`src/ppmfd_pkg.sv`:
```
// shared types and constants of the ppm frame decoder
package ppmfd_pkg;

    localparam int AXIS_CHANNELS = 4;
    localparam int CH_W          = 2;
    localparam int US_W          = 16;
    localparam int AXIS_W        = 8;
    localparam int CFG_IDX_W     = 3;
    localparam int DIV_CNT_W     = $clog2(AXIS_W);

    typedef logic [US_W-1:0]      t_us;
    typedef logic [AXIS_W-1:0]    t_axis;
    typedef logic [CFG_IDX_W-1:0] t_cfg_idx;
    typedef logic [CH_W-1:0]      t_ch;

    // register indexes of the configuration port
    localparam t_cfg_idx CFG_CALIBRATE  = t_cfg_idx'(0);
    localparam t_cfg_idx CFG_BUTTON_THR = t_cfg_idx'(1);
    localparam t_cfg_idx CFG_SYNC_MIN   = t_cfg_idx'(2);
    localparam t_cfg_idx CFG_SYNC_MAX   = t_cfg_idx'(3);
    localparam t_cfg_idx CFG_CAL_STEP   = t_cfg_idx'(4);
    localparam t_cfg_idx CFG_JITTER     = t_cfg_idx'(5);

    // reset values
    localparam logic RST_CALIBRATE  = 1'b1;
    localparam t_us  RST_BUTTON_THR = t_us'(1500);
    localparam t_us  RST_SYNC_MIN   = t_us'(5000);
    localparam t_us  RST_SYNC_MAX   = t_us'(20000);
    localparam t_us  RST_CAL_STEP   = t_us'(200);
    localparam t_us  RST_JITTER     = t_us'(20);
    localparam t_us  RST_BOUND      = t_us'(1500);

    localparam t_axis AXIS_FULL = t_axis'(255);

endpackage

```
`src/ppmfd_ifs.sv`:
```
// handshake channels of the ppm frame decoder: interval in, frame out, config writes
interface ppmfd_in_if import ppmfd_pkg::*; ();
    logic valid;
    logic ready;
    t_us  interval_us;

    modport source (output valid, output interval_us, input ready);
    modport sink   (input valid, input interval_us, output ready);
endinterface

interface ppmfd_out_if import ppmfd_pkg::*; ();
    logic  valid;
    logic  ready;
    t_axis axis_x;
    t_axis axis_y;
    t_axis axis_rx;
    t_axis axis_ry;
    logic  button_a;
    logic  button_b;

    modport source (output valid, output axis_x, output axis_y, output axis_rx,
                    output axis_ry, output button_a, output button_b, input ready);
    modport sink   (input valid, input axis_x, input axis_y, input axis_rx,
                    input axis_ry, input button_a, input button_b, output ready);
endinterface

interface ppmfd_cfg_if import ppmfd_pkg::*; ();
    logic     valid;
    logic     ready;
    t_cfg_idx idx;
    t_us      data;

    modport source (output valid, output idx, output data, input ready);
    modport sink   (input valid, input idx, input data, output ready);
endinterface

```
`src/ppm_frame_decoder_calibrated.sv`:
```
// ppm frame decoder with per-channel calibration, jitter filter and 0..255 scaling
// an interval that does not close a frame is stored while idle, and ready stays high
// a frame-closing interval runs a check, then 4 calibration steps if calibration is on,
//   per axis a setup, and in range a load and 8 steps of the shared restoring divider
// one frame result per good frame, held in an output register until its beat is taken
// reset (synchronous, active low) restores registers, bounds, frame store and axes

module ppm_frame_decoder_calibrated import ppmfd_pkg::*; #(
    parameter int FRAME_SLOTS = 7
) (
    input  logic         i_clk,
    input  logic         i_rst_n,
    ppmfd_in_if.sink     i_in,
    ppmfd_out_if.source  o_out,
    ppmfd_cfg_if.sink    i_cfg
);

    localparam int SLOT_W = $clog2(FRAME_SLOTS);
    localparam logic [SLOT_W-1:0] LAST_SLOT  = SLOT_W'(FRAME_SLOTS - 1);
    localparam logic [SLOT_W-1:0] BTN_A_SLOT = SLOT_W'(AXIS_CHANNELS + 1);
    localparam logic [SLOT_W-1:0] BTN_B_SLOT = SLOT_W'(AXIS_CHANNELS + 2);
    localparam t_ch LAST_CH = t_ch'(AXIS_CHANNELS - 1);
    localparam logic [DIV_CNT_W-1:0] DIV_LAST = DIV_CNT_W'(AXIS_W - 1);

    // which channel feeds which output axis
    localparam t_ch CH_Y  = t_ch'(0);
    localparam t_ch CH_RY = t_ch'(1);
    localparam t_ch CH_RX = t_ch'(2);
    localparam t_ch CH_X  = t_ch'(3);

    typedef enum logic [2:0] {
        ST_IDLE,
        ST_CHECK,
        ST_CAL,
        ST_SETUP,
        ST_LOAD,
        ST_DIV,
        ST_EMIT
    } t_state;

    t_state r_state;

    // configuration registers
    logic r_calibrate;
    t_us  r_button_thr;
    t_us  r_sync_min;
    t_us  r_sync_max;
    t_us  r_cal_step;
    t_us  r_jitter;

    // frame and channel state
    logic [SLOT_W-1:0] r_slot;
    t_us               r_store [FRAME_SLOTS];
    t_us               r_min   [AXIS_CHANNELS];
    t_us               r_max   [AXIS_CHANNELS];
    t_us               r_prev  [AXIS_CHANNELS];
    t_axis             r_axis  [AXIS_CHANNELS];
    logic              r_resync;

    // sequencer and shared divider
    t_ch                  r_ch;
    t_us                  r_diff;
    t_us                  r_span;
    t_us                  r_rem;
    logic [AXIS_W-1:0]    r_nlo;
    logic [AXIS_W-1:0]    r_quo;
    logic [DIV_CNT_W-1:0] r_cnt;

    // output register
    logic  r_out_valid;
    t_axis r_out_x;
    t_axis r_out_y;
    t_axis r_out_rx;
    t_axis r_out_ry;
    logic  r_out_a;
    logic  r_out_b;

    logic [SLOT_W-1:0]    n_slot;
    logic                 w_accept;
    logic                 w_sync_hit;
    t_us                  w_pulse;
    t_us                  w_lo;
    t_us                  w_hi;
    t_us                  w_gap;
    logic [US_W+AXIS_W-1:0] w_num;
    logic [US_W:0]        w_trial;
    logic                 w_fit;
    t_us                  w_rem_next;

    assign i_in.ready  = (r_state == ST_IDLE);
    assign i_cfg.ready = (r_state == ST_IDLE);
    assign w_accept    = i_in.valid && i_in.ready;

    always_comb begin
        // slot ring advances before the interval is written
        n_slot     = (r_slot == LAST_SLOT) ? '0 : r_slot + SLOT_W'(1);
        // sync pause seen while resyncing: true open range test
        w_sync_hit = r_resync && (i_in.interval_us > r_sync_min)
                     && (i_in.interval_us < r_sync_max);

        // channel c lives in slot c+1
        w_pulse = r_store[SLOT_W'(r_ch) + SLOT_W'(1)];
        w_lo    = r_min[r_ch];
        w_hi    = r_max[r_ch];
        w_gap   = (r_prev[r_ch] > w_pulse) ? r_prev[r_ch] - w_pulse : w_pulse - r_prev[r_ch];

        // numerator diff*255 as diff*256 - diff
        w_num = {r_diff, {AXIS_W{1'b0}}} - {{AXIS_W{1'b0}}, r_diff};

        // one restoring division step
        w_trial    = {r_rem, r_nlo[AXIS_W-1]};
        w_fit      = (w_trial >= {1'b0, r_span});
        w_rem_next = w_fit ? US_W'(w_trial - {1'b0, r_span}) : w_trial[US_W-1:0];
    end

    always_ff @(posedge i_clk) begin
        if (!i_rst_n) begin
            r_state      <= ST_IDLE;
            r_calibrate  <= RST_CALIBRATE;
            r_button_thr <= RST_BUTTON_THR;
            r_sync_min   <= RST_SYNC_MIN;
            r_sync_max   <= RST_SYNC_MAX;
            r_cal_step   <= RST_CAL_STEP;
            r_jitter     <= RST_JITTER;
            r_slot       <= '0;
            r_resync     <= 1'b0;
            r_ch         <= '0;
            r_out_valid  <= 1'b0;
            for (int k = 0; k < FRAME_SLOTS; k++) begin
                r_store[k] <= '0;
            end
            for (int k = 0; k < AXIS_CHANNELS; k++) begin
                r_min[k]  <= RST_BOUND;
                r_max[k]  <= RST_BOUND;
                r_prev[k] <= '0;
                r_axis[k] <= '0;
            end
        end else begin
            // config beats land only while idle
            if (i_cfg.valid && i_cfg.ready) begin
                case (i_cfg.idx)
                    CFG_CALIBRATE:  r_calibrate  <= i_cfg.data[0];
                    CFG_BUTTON_THR: r_button_thr <= i_cfg.data;
                    CFG_SYNC_MIN:   r_sync_min   <= i_cfg.data;
                    CFG_SYNC_MAX:   r_sync_max   <= i_cfg.data;
                    CFG_CAL_STEP:   r_cal_step   <= i_cfg.data;
                    CFG_JITTER:     r_jitter     <= i_cfg.data;
                    default: ;
                endcase
            end

            // result beat taken downstream, emit reloads it itself
            if (r_out_valid && o_out.ready && r_state != ST_EMIT) begin
                r_out_valid <= 1'b0;
            end

            case (r_state)
                ST_IDLE: begin
                    if (w_accept) begin
                        r_store[n_slot] <= i_in.interval_us;
                        if (w_sync_hit) begin
                            // sync pause realigns the frame to slot 0
                            if (n_slot != '0) begin
                                r_store[0] <= i_in.interval_us;
                            end
                            r_slot     <= '0;
                            r_resync   <= 1'b0;
                        end else begin
                            r_slot <= n_slot;
                        end
                        // frame flag is taken before the resync move
                        if (n_slot == LAST_SLOT) begin
                            r_state <= ST_CHECK;
                        end
                    end
                end

                ST_CHECK: begin
                    r_ch <= '0;
                    if (r_store[0] < r_sync_min) begin
                        // slot 0 is no sync pause: drop the frame and hunt
                        r_resync <= 1'b1;
                        r_state  <= ST_IDLE;
                    end else if (r_calibrate) begin
                        r_state <= ST_CAL;
                    end else begin
                        r_state <= ST_SETUP;
                    end
                end

                ST_CAL: begin
                    // widen bounds only by less than one calibration step
                    if (w_pulse < w_lo && (w_lo - w_pulse) < r_cal_step) begin
                        r_min[r_ch] <= w_pulse;
                    end
                    if (w_pulse > w_hi && (w_pulse - w_hi) < r_cal_step) begin
                        r_max[r_ch] <= w_pulse;
                    end
                    if (r_ch == LAST_CH) begin
                        r_ch    <= '0;
                        r_state <= ST_SETUP;
                    end else begin
                        r_ch <= r_ch + t_ch'(1);
                    end
                end

                ST_SETUP: begin
                    r_prev[r_ch] <= w_pulse;
                    r_diff       <= w_pulse - w_lo;
                    r_span       <= w_hi - w_lo;
                    if (w_gap < r_jitter && w_hi > w_lo && w_pulse > w_lo
                        && w_pulse < w_hi) begin
                        // in range: go through the divider
                        r_state <= ST_LOAD;
                    end else begin
                        if (w_gap < r_jitter) begin
                            // empty span or at/below min reads 0, at/above max reads full
                            r_axis[r_ch] <= (w_hi > w_lo && w_pulse >= w_hi) ? AXIS_FULL : '0;
                        end
                        if (r_ch == LAST_CH) begin
                            r_state <= ST_EMIT;
                        end else begin
                            r_ch <= r_ch + t_ch'(1);
                        end
                    end
                end

                ST_LOAD: begin
                    // upper part is already below the span since quotient fits in a byte
                    r_rem   <= w_num[US_W+AXIS_W-1:AXIS_W];
                    r_nlo   <= w_num[AXIS_W-1:0];
                    r_cnt   <= DIV_LAST;
                    r_state <= ST_DIV;
                end

                ST_DIV: begin
                    r_rem <= w_rem_next;
                    r_nlo <= {r_nlo[AXIS_W-2:0], 1'b0};
                    r_quo <= {r_quo[AXIS_W-2:0], w_fit};
                    if (r_cnt == '0) begin
                        r_axis[r_ch] <= {r_quo[AXIS_W-2:0], w_fit};
                        if (r_ch == LAST_CH) begin
                            r_state <= ST_EMIT;
                        end else begin
                            r_ch    <= r_ch + t_ch'(1);
                            r_state <= ST_SETUP;
                        end
                    end else begin
                        r_cnt <= r_cnt - DIV_CNT_W'(1);
                    end
                end

                ST_EMIT: begin
                    // wait for the output register to free up
                    if (!r_out_valid || o_out.ready) begin
                        r_out_valid <= 1'b1;
                        r_out_x     <= r_axis[CH_X];
                        r_out_y     <= r_axis[CH_Y];
                        r_out_rx    <= r_axis[CH_RX];
                        r_out_ry    <= r_axis[CH_RY];
                        r_out_a     <= !(r_store[BTN_A_SLOT] > r_button_thr);
                        r_out_b     <= !(r_store[BTN_B_SLOT] > r_button_thr);
                        r_state     <= ST_IDLE;
                    end
                end

                default: r_state <= ST_IDLE;
            endcase
        end
    end

    assign o_out.valid    = r_out_valid;
    assign o_out.axis_x   = r_out_x;
    assign o_out.axis_y   = r_out_y;
    assign o_out.axis_rx  = r_out_rx;
    assign o_out.axis_ry  = r_out_ry;
    assign o_out.button_a = r_out_a;
    assign o_out.button_b = r_out_b;

endmodule

```
`src/flat_wrapper.sv`:
```
// flat-port wrapper written by rule: the top's interface ports become plain ports
module ppm_frame_decoder_calibrated_flat import ppmfd_pkg::*;
#(
    parameter int FRAME_SLOTS = 7
)
  (i_clk, i_rst_n, i_in_valid, i_in_interval_us, i_in_ready, o_out_valid, o_out_axis_x, o_out_axis_y, o_out_axis_rx, o_out_axis_ry, o_out_button_a, o_out_button_b, o_out_ready, i_cfg_valid, i_cfg_idx, i_cfg_data, i_cfg_ready);
  ppmfd_in_if i_in_i ();
  ppmfd_out_if o_out_i ();
  ppmfd_cfg_if i_cfg_i ();
  input  logic i_clk;
  input  logic i_rst_n;
  input wire logic [$bits(i_in_i.valid)-1:0] i_in_valid;
  input wire logic [$bits(i_in_i.interval_us)-1:0] i_in_interval_us;
  output wire logic [$bits(i_in_i.ready)-1:0] i_in_ready;
  output wire logic [$bits(o_out_i.valid)-1:0] o_out_valid;
  output wire logic [$bits(o_out_i.axis_x)-1:0] o_out_axis_x;
  output wire logic [$bits(o_out_i.axis_y)-1:0] o_out_axis_y;
  output wire logic [$bits(o_out_i.axis_rx)-1:0] o_out_axis_rx;
  output wire logic [$bits(o_out_i.axis_ry)-1:0] o_out_axis_ry;
  output wire logic [$bits(o_out_i.button_a)-1:0] o_out_button_a;
  output wire logic [$bits(o_out_i.button_b)-1:0] o_out_button_b;
  input wire logic [$bits(o_out_i.ready)-1:0] o_out_ready;
  input wire logic [$bits(i_cfg_i.valid)-1:0] i_cfg_valid;
  input wire logic [$bits(i_cfg_i.idx)-1:0] i_cfg_idx;
  input wire logic [$bits(i_cfg_i.data)-1:0] i_cfg_data;
  output wire logic [$bits(i_cfg_i.ready)-1:0] i_cfg_ready;
  assign i_in_i.valid = i_in_valid;
  assign i_in_i.interval_us = i_in_interval_us;
  assign i_in_ready = i_in_i.ready;
  assign o_out_valid = o_out_i.valid;
  assign o_out_axis_x = o_out_i.axis_x;
  assign o_out_axis_y = o_out_i.axis_y;
  assign o_out_axis_rx = o_out_i.axis_rx;
  assign o_out_axis_ry = o_out_i.axis_ry;
  assign o_out_button_a = o_out_i.button_a;
  assign o_out_button_b = o_out_i.button_b;
  assign o_out_i.ready = o_out_ready;
  assign i_cfg_i.valid = i_cfg_valid;
  assign i_cfg_i.idx = i_cfg_idx;
  assign i_cfg_i.data = i_cfg_data;
  assign i_cfg_ready = i_cfg_i.ready;
  ppm_frame_decoder_calibrated #(.FRAME_SLOTS(FRAME_SLOTS)) u_core (.i_clk(i_clk), .i_rst_n(i_rst_n), .i_in(i_in_i), .o_out(o_out_i), .i_cfg(i_cfg_i));
endmodule
```
`config.mk`:
```
export PLATFORM = sky130hd
export DESIGN_NAME = ppm_frame_decoder_calibrated_flat
export DESIGN_NICKNAME = d
export VERILOG_FILES = /design/src/ppmfd_pkg.sv /design/src/ppmfd_ifs.sv /design/src/ppm_frame_decoder_calibrated.sv /design/src/flat_wrapper.sv
export SDC_FILE = /design/constraint.sdc
export NUM_CORES = 1
export LEC_CHECK = 0
export ABC_AREA = 1
export BUFFER_PORTS_ARGS = -buffer_cell sky130_fd_sc_hd__buf_2
export CAP_MARGIN = 20
export CORE_MARGIN = 4
export CORE_UTILIZATION = 56
export CTS_BUF_LIST = sky130_fd_sc_hd__clkbuf_16
export CTS_CLUSTER_DIAMETER = 200
export CTS_CLUSTER_SIZE = 25
export DETAILED_ROUTE_END_ITERATION = 8
export PLACE_DENSITY = 0.81
export REMOVE_ABC_BUFFERS = 1
export SYNTH_ARGS = -nofsm -noshare
export SYNTH_HDL_FRONTEND = slang
export SYNTH_SLANG_ARGS = --single-unit
```
`constraint.sdc`:
```
create_clock -name i_clk -period 11.35 [get_ports i_clk]
set_input_delay 1.135 -clock i_clk [delete_from_list [all_inputs] [get_ports i_clk]]
set_output_delay 1.135 -clock i_clk [all_outputs]
set_load 0.02 [all_outputs]
```
After elaboration in Yosys (flattened, before gate mapping)
Memory sizes are Yosys's and may differ from the RTL's. A register that Yosys moved wholly into a read port is not among the register bits.
Cells that the tools add are included.
{"block": "word_totals", "reg_bits": 159, "latch_bits": 0, "ram_bits": 336, "rom_bits": 0, "in_bits": 40, "output_inout_bits": 37, "wordCells": 208, "n_memories": 5}
{"block": "classes", "n_addsub": 12, "multipliers": 0, "div": 0, "n_lt_le_gt_ge": 16, "eq_ne": 25, "shift": 0, "muxes": 86, "n_bitwise": 2, "reduce_logical": 43}
{"memory": "u_core.r_store", "words": 7, "word_bits": 16, "read_ports": 4, "rd_ports_with_merged_regs": 0, "wr": 7, "line": "ppm_frame_decoder_calibrated.sv:53", "source": "t_us r_store [FRAME_SLOTS];"}
{"memory": "u_core.r_max", "words": 4, "word_bits": 16, "read_ports": 1, "rd_ports_with_merged_regs": 1, "wr": 4, "line": "ppm_frame_decoder_calibrated.sv:55", "source": "t_us r_max [AXIS_CHANNELS];"}
{"memory": "u_core.r_min", "words": 4, "word_bits": 16, "read_ports": 1, "rd_ports_with_merged_regs": 1, "wr": 4, "line": "ppm_frame_decoder_calibrated.sv:54", "source": "t_us r_min [AXIS_CHANNELS];"}
{"memory": "u_core.r_prev", "words": 4, "word_bits": 16, "read_ports": 1, "rd_ports_with_merged_regs": 1, "wr": 4, "line": "ppm_frame_decoder_calibrated.sv:56", "source": "t_us r_prev [AXIS_CHANNELS];"}
{"memory": "u_core.r_axis", "words": 4, "word_bits": 8, "read_ports": 4, "rd_ports_with_merged_regs": 4, "wr": 4, "line": "ppm_frame_decoder_calibrated.sv:57", "source": "t_axis r_axis [AXIS_CHANNELS];"}
{"operator": "$gt A16 B16 Y1", "count": 7}
{"operator": "$lt A16 B16 Y1", "count": 7}
{"operator": "$mux W16", "count": 7}
{"operator": "$sub A16 B16 Y16", "count": 7}
{"operator": "$reduce_or A16 Y1", "count": 4}
{"operator": "$mux W1", "count": 43}
{"operator": "$mux W3", "count": 13}
{"operator": "$pmux W16 S2", "count": 1}
{"operator": "$mux W2", "count": 14}
{"operator": "$mux W8", "count": 3}
{"operator": "$sub A24 B16 Y24", "count": 1}
{"operator": "$eq A3 B3 Y1 const B", "count": 7}
{"operator": "$pmux W3 S7", "count": 1}
{"operator": "$reduce_and A2 Y1", "count": 10}
{"operator": "$ge A17 B16 Y1", "count": 1}
{"operator": "$ge A16 B16 Y1", "count": 1}
{"operator": "$pmux W8 S2", "count": 1}
{"operator": "$eq A3 B2 Y1 const B", "count": 4}
{"operator": "$logic_and A1 B1 Y1", "count": 12}
{"operator": "$ne A2 B2 Y1 const B", "count": 5}
{"operator": "$logic_not A3 Y1", "count": 3}
{"operator": "$reduce_and A3 Y1", "count": 3}
{"operator": "$ne A2 B1 Y1 const B", "count": 4}
{"operator": "$pmux W2 S4", "count": 1}
{"operator": "19 further kinds", "count": 24}

Logic depth before layout (Yosys ltp)
An unclocked memory read counts as a cell.
{"block": "depth", "word_depth": 15, "depth_mapped": 43}

Worst setup path after synthesis
No wires, ideal clock.
{"block": "synth_timing", "kind": "register to register", "startpoint": "reg u_core.r_ch[1]", "endpoint": "mem u_core.r_max[1][0] (netlist name), enable pin", "setup_time_ps": 411, "arrival_ps": 6042, "required_time_ps": 10939, "path_slack_ps": 4897, "stages_incl_launch_ff": 32, "synth_period_minus_slack_ps": 6453, "cell_sequence": "dfxtp_1 > inv_1 > clkbuf_1 > clkbuf_1 > ha_1 > buf_2 > clkbuf_1 > o21ai_0 > o21ai_0 > nand2_1 > o21ai_0 > inv_1 > buf_2 > ha_1 > inv_1 > fa_1 > nand2_1 > nand2_1 > nand2_1 > nand2_2 > a31o_2 > a21oi_1 > o21bai_1 > xor2_1 > ha_1 > nand2_1 > o21ai_0 > nor3_1 > nand3_1 > nor3_2 > inv_2 > o21ai_0"}
{"item": "start, declared", "line": "ppm_frame_decoder_calibrated.sv:61", "source": "t_ch r_ch;"}
{"item": "start signal, assigned", "line": "ppm_frame_decoder_calibrated.sv:203", "source": "r_ch <= r_ch + t_ch'(1);"}
{"item": "start signal, assigned", "line": "ppm_frame_decoder_calibrated.sv:223", "source": "r_ch <= r_ch + t_ch'(1);"}
{"item": "start signal, assigned", "line": "ppm_frame_decoder_calibrated.sv:245", "source": "r_ch <= r_ch + t_ch'(1);"}
{"item": "end, declared", "line": "ppm_frame_decoder_calibrated.sv:55"}

==> results by group <==
Placement
  • Pre-CTS setup slack: 3.12 ns
  • Placer Congestion: 1.00
  • DP Wirelength: 61.1 mm
  • PortBufs: 76
  • Placed cells: 4,216

Clock tree
  • H-tree Lvls: 1
  • Clk sinks: 545
  • Post-CTS Setup Inserts: 0
  • CTS tree: built
  • CTS Buffer Depth: 3
  • # hold bufs at CTS: 0
  • Clk_lat worst skew: 0.59 ns
  • PostCTS Resize Cnt: 0
  • CTS clk-pin slew, worst paths: 0.09 ns
  • CTS root buffer: clkbuf_16
  • Num CTS Buffers: 25

Critical path
  • Most Frequent Cell on Critical Path: o21ai_0
  • Setup slack, reg-to-reg: 3.00 ns
  • Worst path max stage delay: 0.78 ns
  • Critical R2R Launch: u_core.r_ch[0]
  • CP Capture Type: flip-flop
  • Worst reg2reg path depth: 29
  • Reg2reg end: u_core.r_max[0][2]
  • Crit path DAT: 8.58 ns
  • Crit path max fanout: 67
  • Crit start category: flip-flop
  • Critical path class: reg2reg
  • Crit path required time: 11.58 ns
  • Crit path max-delay cell type: nor3_2

Route
  • DRC: 0
  • DR iter-0 viols: 2,836
  • Drt via density: 5.82
  • Via Count: 24,800
  • Final wirelength: 83.4 mm
  • Drt pass-1 iters: 6
  • Average wire per standard cell: 19.6 um
  • Final ANT Viol Nets: 0

GRT
  • Initial antenna violation count: 1
  • Total track usage: 0.270
  • Largest net degree at the start of global routing: 97
  • Remaining global-route overflow: 0
  • First-pass GRT wire length: 128 mm
  • Vias in the first global route: 23,000

Floorplan
  • Die width: 244 um
  • IO Pins: 77
  • Core box area: 0.0552 mm^2
  • Initial Util: 0.567
  • Die area: 0.0598 mm^2
  • Row count: 86
  • Die H: 244 um

Min path
  • Min-Delay Endpoint: o_out_axis_rx[4]
  • Hold path cells: 0
  • Hold path startpoint: u_core.r_axis[2][4]
  • Hold/Removal Path Class: reg2reg

STA
  • Fin crit share: 0.736
  • Fmax: 120 MHz
  • Final setup fails: 0
  • Clk_skew: 0.0204 ns
  • Final Hold Viols: 0
  • Final max-slew violation count: 0
  • Worst Tran Pin Value: 0.986 ns
  • PnR worst setup slack: 3.00 ns
  • Slew headroom: 0.343
  • Fin Setup TNS: 0 ns
  • RSZ-0062 raised after global routing: false
  • Final min period: 8.35 ns

Yosys
  • Sequential share of the synthesized area: 0.493
  • Number of flops mapped to enable cells by yosys: 452
  • Ys async rst share: 0
  • YS warnings: 0
  • Synth Register Bits: 545
  • Syn avg cell area: 8.98 um^2
  • Yosys cell types: 60
  • Syn Std Cell Area: 0.0313 mm^2
  • Synthesized instance count: 3,488
  • Post-synth top flop: edfxtp_1

Finish
  • Cell Count, Final, Fillers Out: 4,254
  • Commonest non-fill, non-tap cells in the layout: 592 x nand2_1, 465 x nor2_1, 452 x edfxtp_1
  • Most common cell after layout, fill and taps aside: nand2_1
  • Final core occ: 0.598
  • Fin nets: 3,791
  • P&R area growth vs syn: 5.42%
  • Fraction of layout cells with a size suffix above 1: 0.0633

Run status
  • Status: finished, final reports clean

Flow run
  • Max-cap check violation count: 0
cell type report:
class	count	area, um^2
Clock buffer	25	626
Fill cell	4695	22200
Inverter	429	1610
Antenna cell	1	2.50
Clock inverter	10	40.0
Sequential cell	545	15400
Multi-Input combinational cell	2381	13700
Tap cell	748	936
Timing Repair Buffer	115	671
cell usage after synthesis (all sizes together) (5+ instances only):
cell	number	area, um^2
nand4	22	144
o21ai	243	1220
o21a	8	60.1
o21bai	13	97.6
nor2	498	2000
nand3	98	490
xnor2	23	201
a211oi	5	37.5
xor2	68	596
ha	247	3090
dfxtp	93	1860
o32ai	31	272
o2111ai	6	52.6
edfxtp	452	13600
a21oi	297	1490
a32oi	46	403
buf	58	309
clkbuf	90	345
a21o	18	135
inv	425	1600
nor3	65	362
a21boi	6	45.0
a31oi	13	81.3
fa	7	140
o211ai	17	133
nand2	607	2350
how the worst max path moves through the flow:
stage                               from             endpoint  slack (ns)  cells past startpoint
after global placement    u_core.r_ch[0]   u_core.r_max[2][2]        3.52                     29
final                     u_core.r_ch[0]   u_core.r_max[0][2]        3.00                     29
after floorplan           u_core.r_ch[0]   u_core.r_max[1][0]        2.36                     25
after global routing      u_core.r_ch[0]   u_core.r_max[0][2]        2.45                     29
after CTS                 u_core.r_ch[0]  u_core.r_axis[3][6]        3.06                     31
after detailed placement  u_core.r_ch[0]  u_core.r_axis[3][6]        3.12                     31
registers in the layout, summed over array words and instances (netlist names), 16 cells and up, named ones only:
signal and count:
u_core.r_prev 64, u_core.r_jitter 16, u_core.r_sync_max 16, u_core.r_cal_step 16
u_core.r_diff 16, u_core.r_max 64, u_core.r_sync_min 16, u_core.r_button_thr 16
u_core.r_rem 16, u_core.r_min 64, u_core.r_span 16, u_core.r_store 128
u_core.r_axis 32
cells by family (layout without fill, tap and decap cells):
logic type | Yosys count | after routing | share of synthesized area
other cells | 1 | 17 | 0.000120
buf+inv | 577 | 579 | 0.0723
flops | 545 | 545 | 0.493
xor+xnor | 91 | 91 | 0.0255
fa+ha+maj | 254 | 254 | 0.103
simple gates | 1299 | 1299 | 0.172
mux | 1 | 1 | 0.000320
compound gates | 720 | 720 | 0.133
per-stage QoR:
stage	cell area, um^2	hold slack (ns)
floorplan	30700	0.400
global placement	32300	0.403
detailed placement	32300	0.405
CTS	33000	0.426
global route	33000	0.430
finish	33000	0.425
worst max-delay path, delay by kind of cell (launching register included):
family | cells | cell delay [ns]
simple gates | 9 | 2.41
xor+xnor | 1 | 0.16
buf+inv | 7 | 2.07
compound gates | 9 | 2.05
fa+ha+maj | 3 | 0.90
flops | 1 | 0.34
layer usage:
layer  GRT usage  part of all wire  vias up
met4       0.107             0.042        0
met5           0                 0        -
met2       0.429              0.45     1149
met3      0.0410             0.094      174
li1            -                 -    11800
met1       0.375              0.41    11600
Power is not shown: default switching activity piles up to over one toggle a cycle in this logic, so the estimate is an artifact.
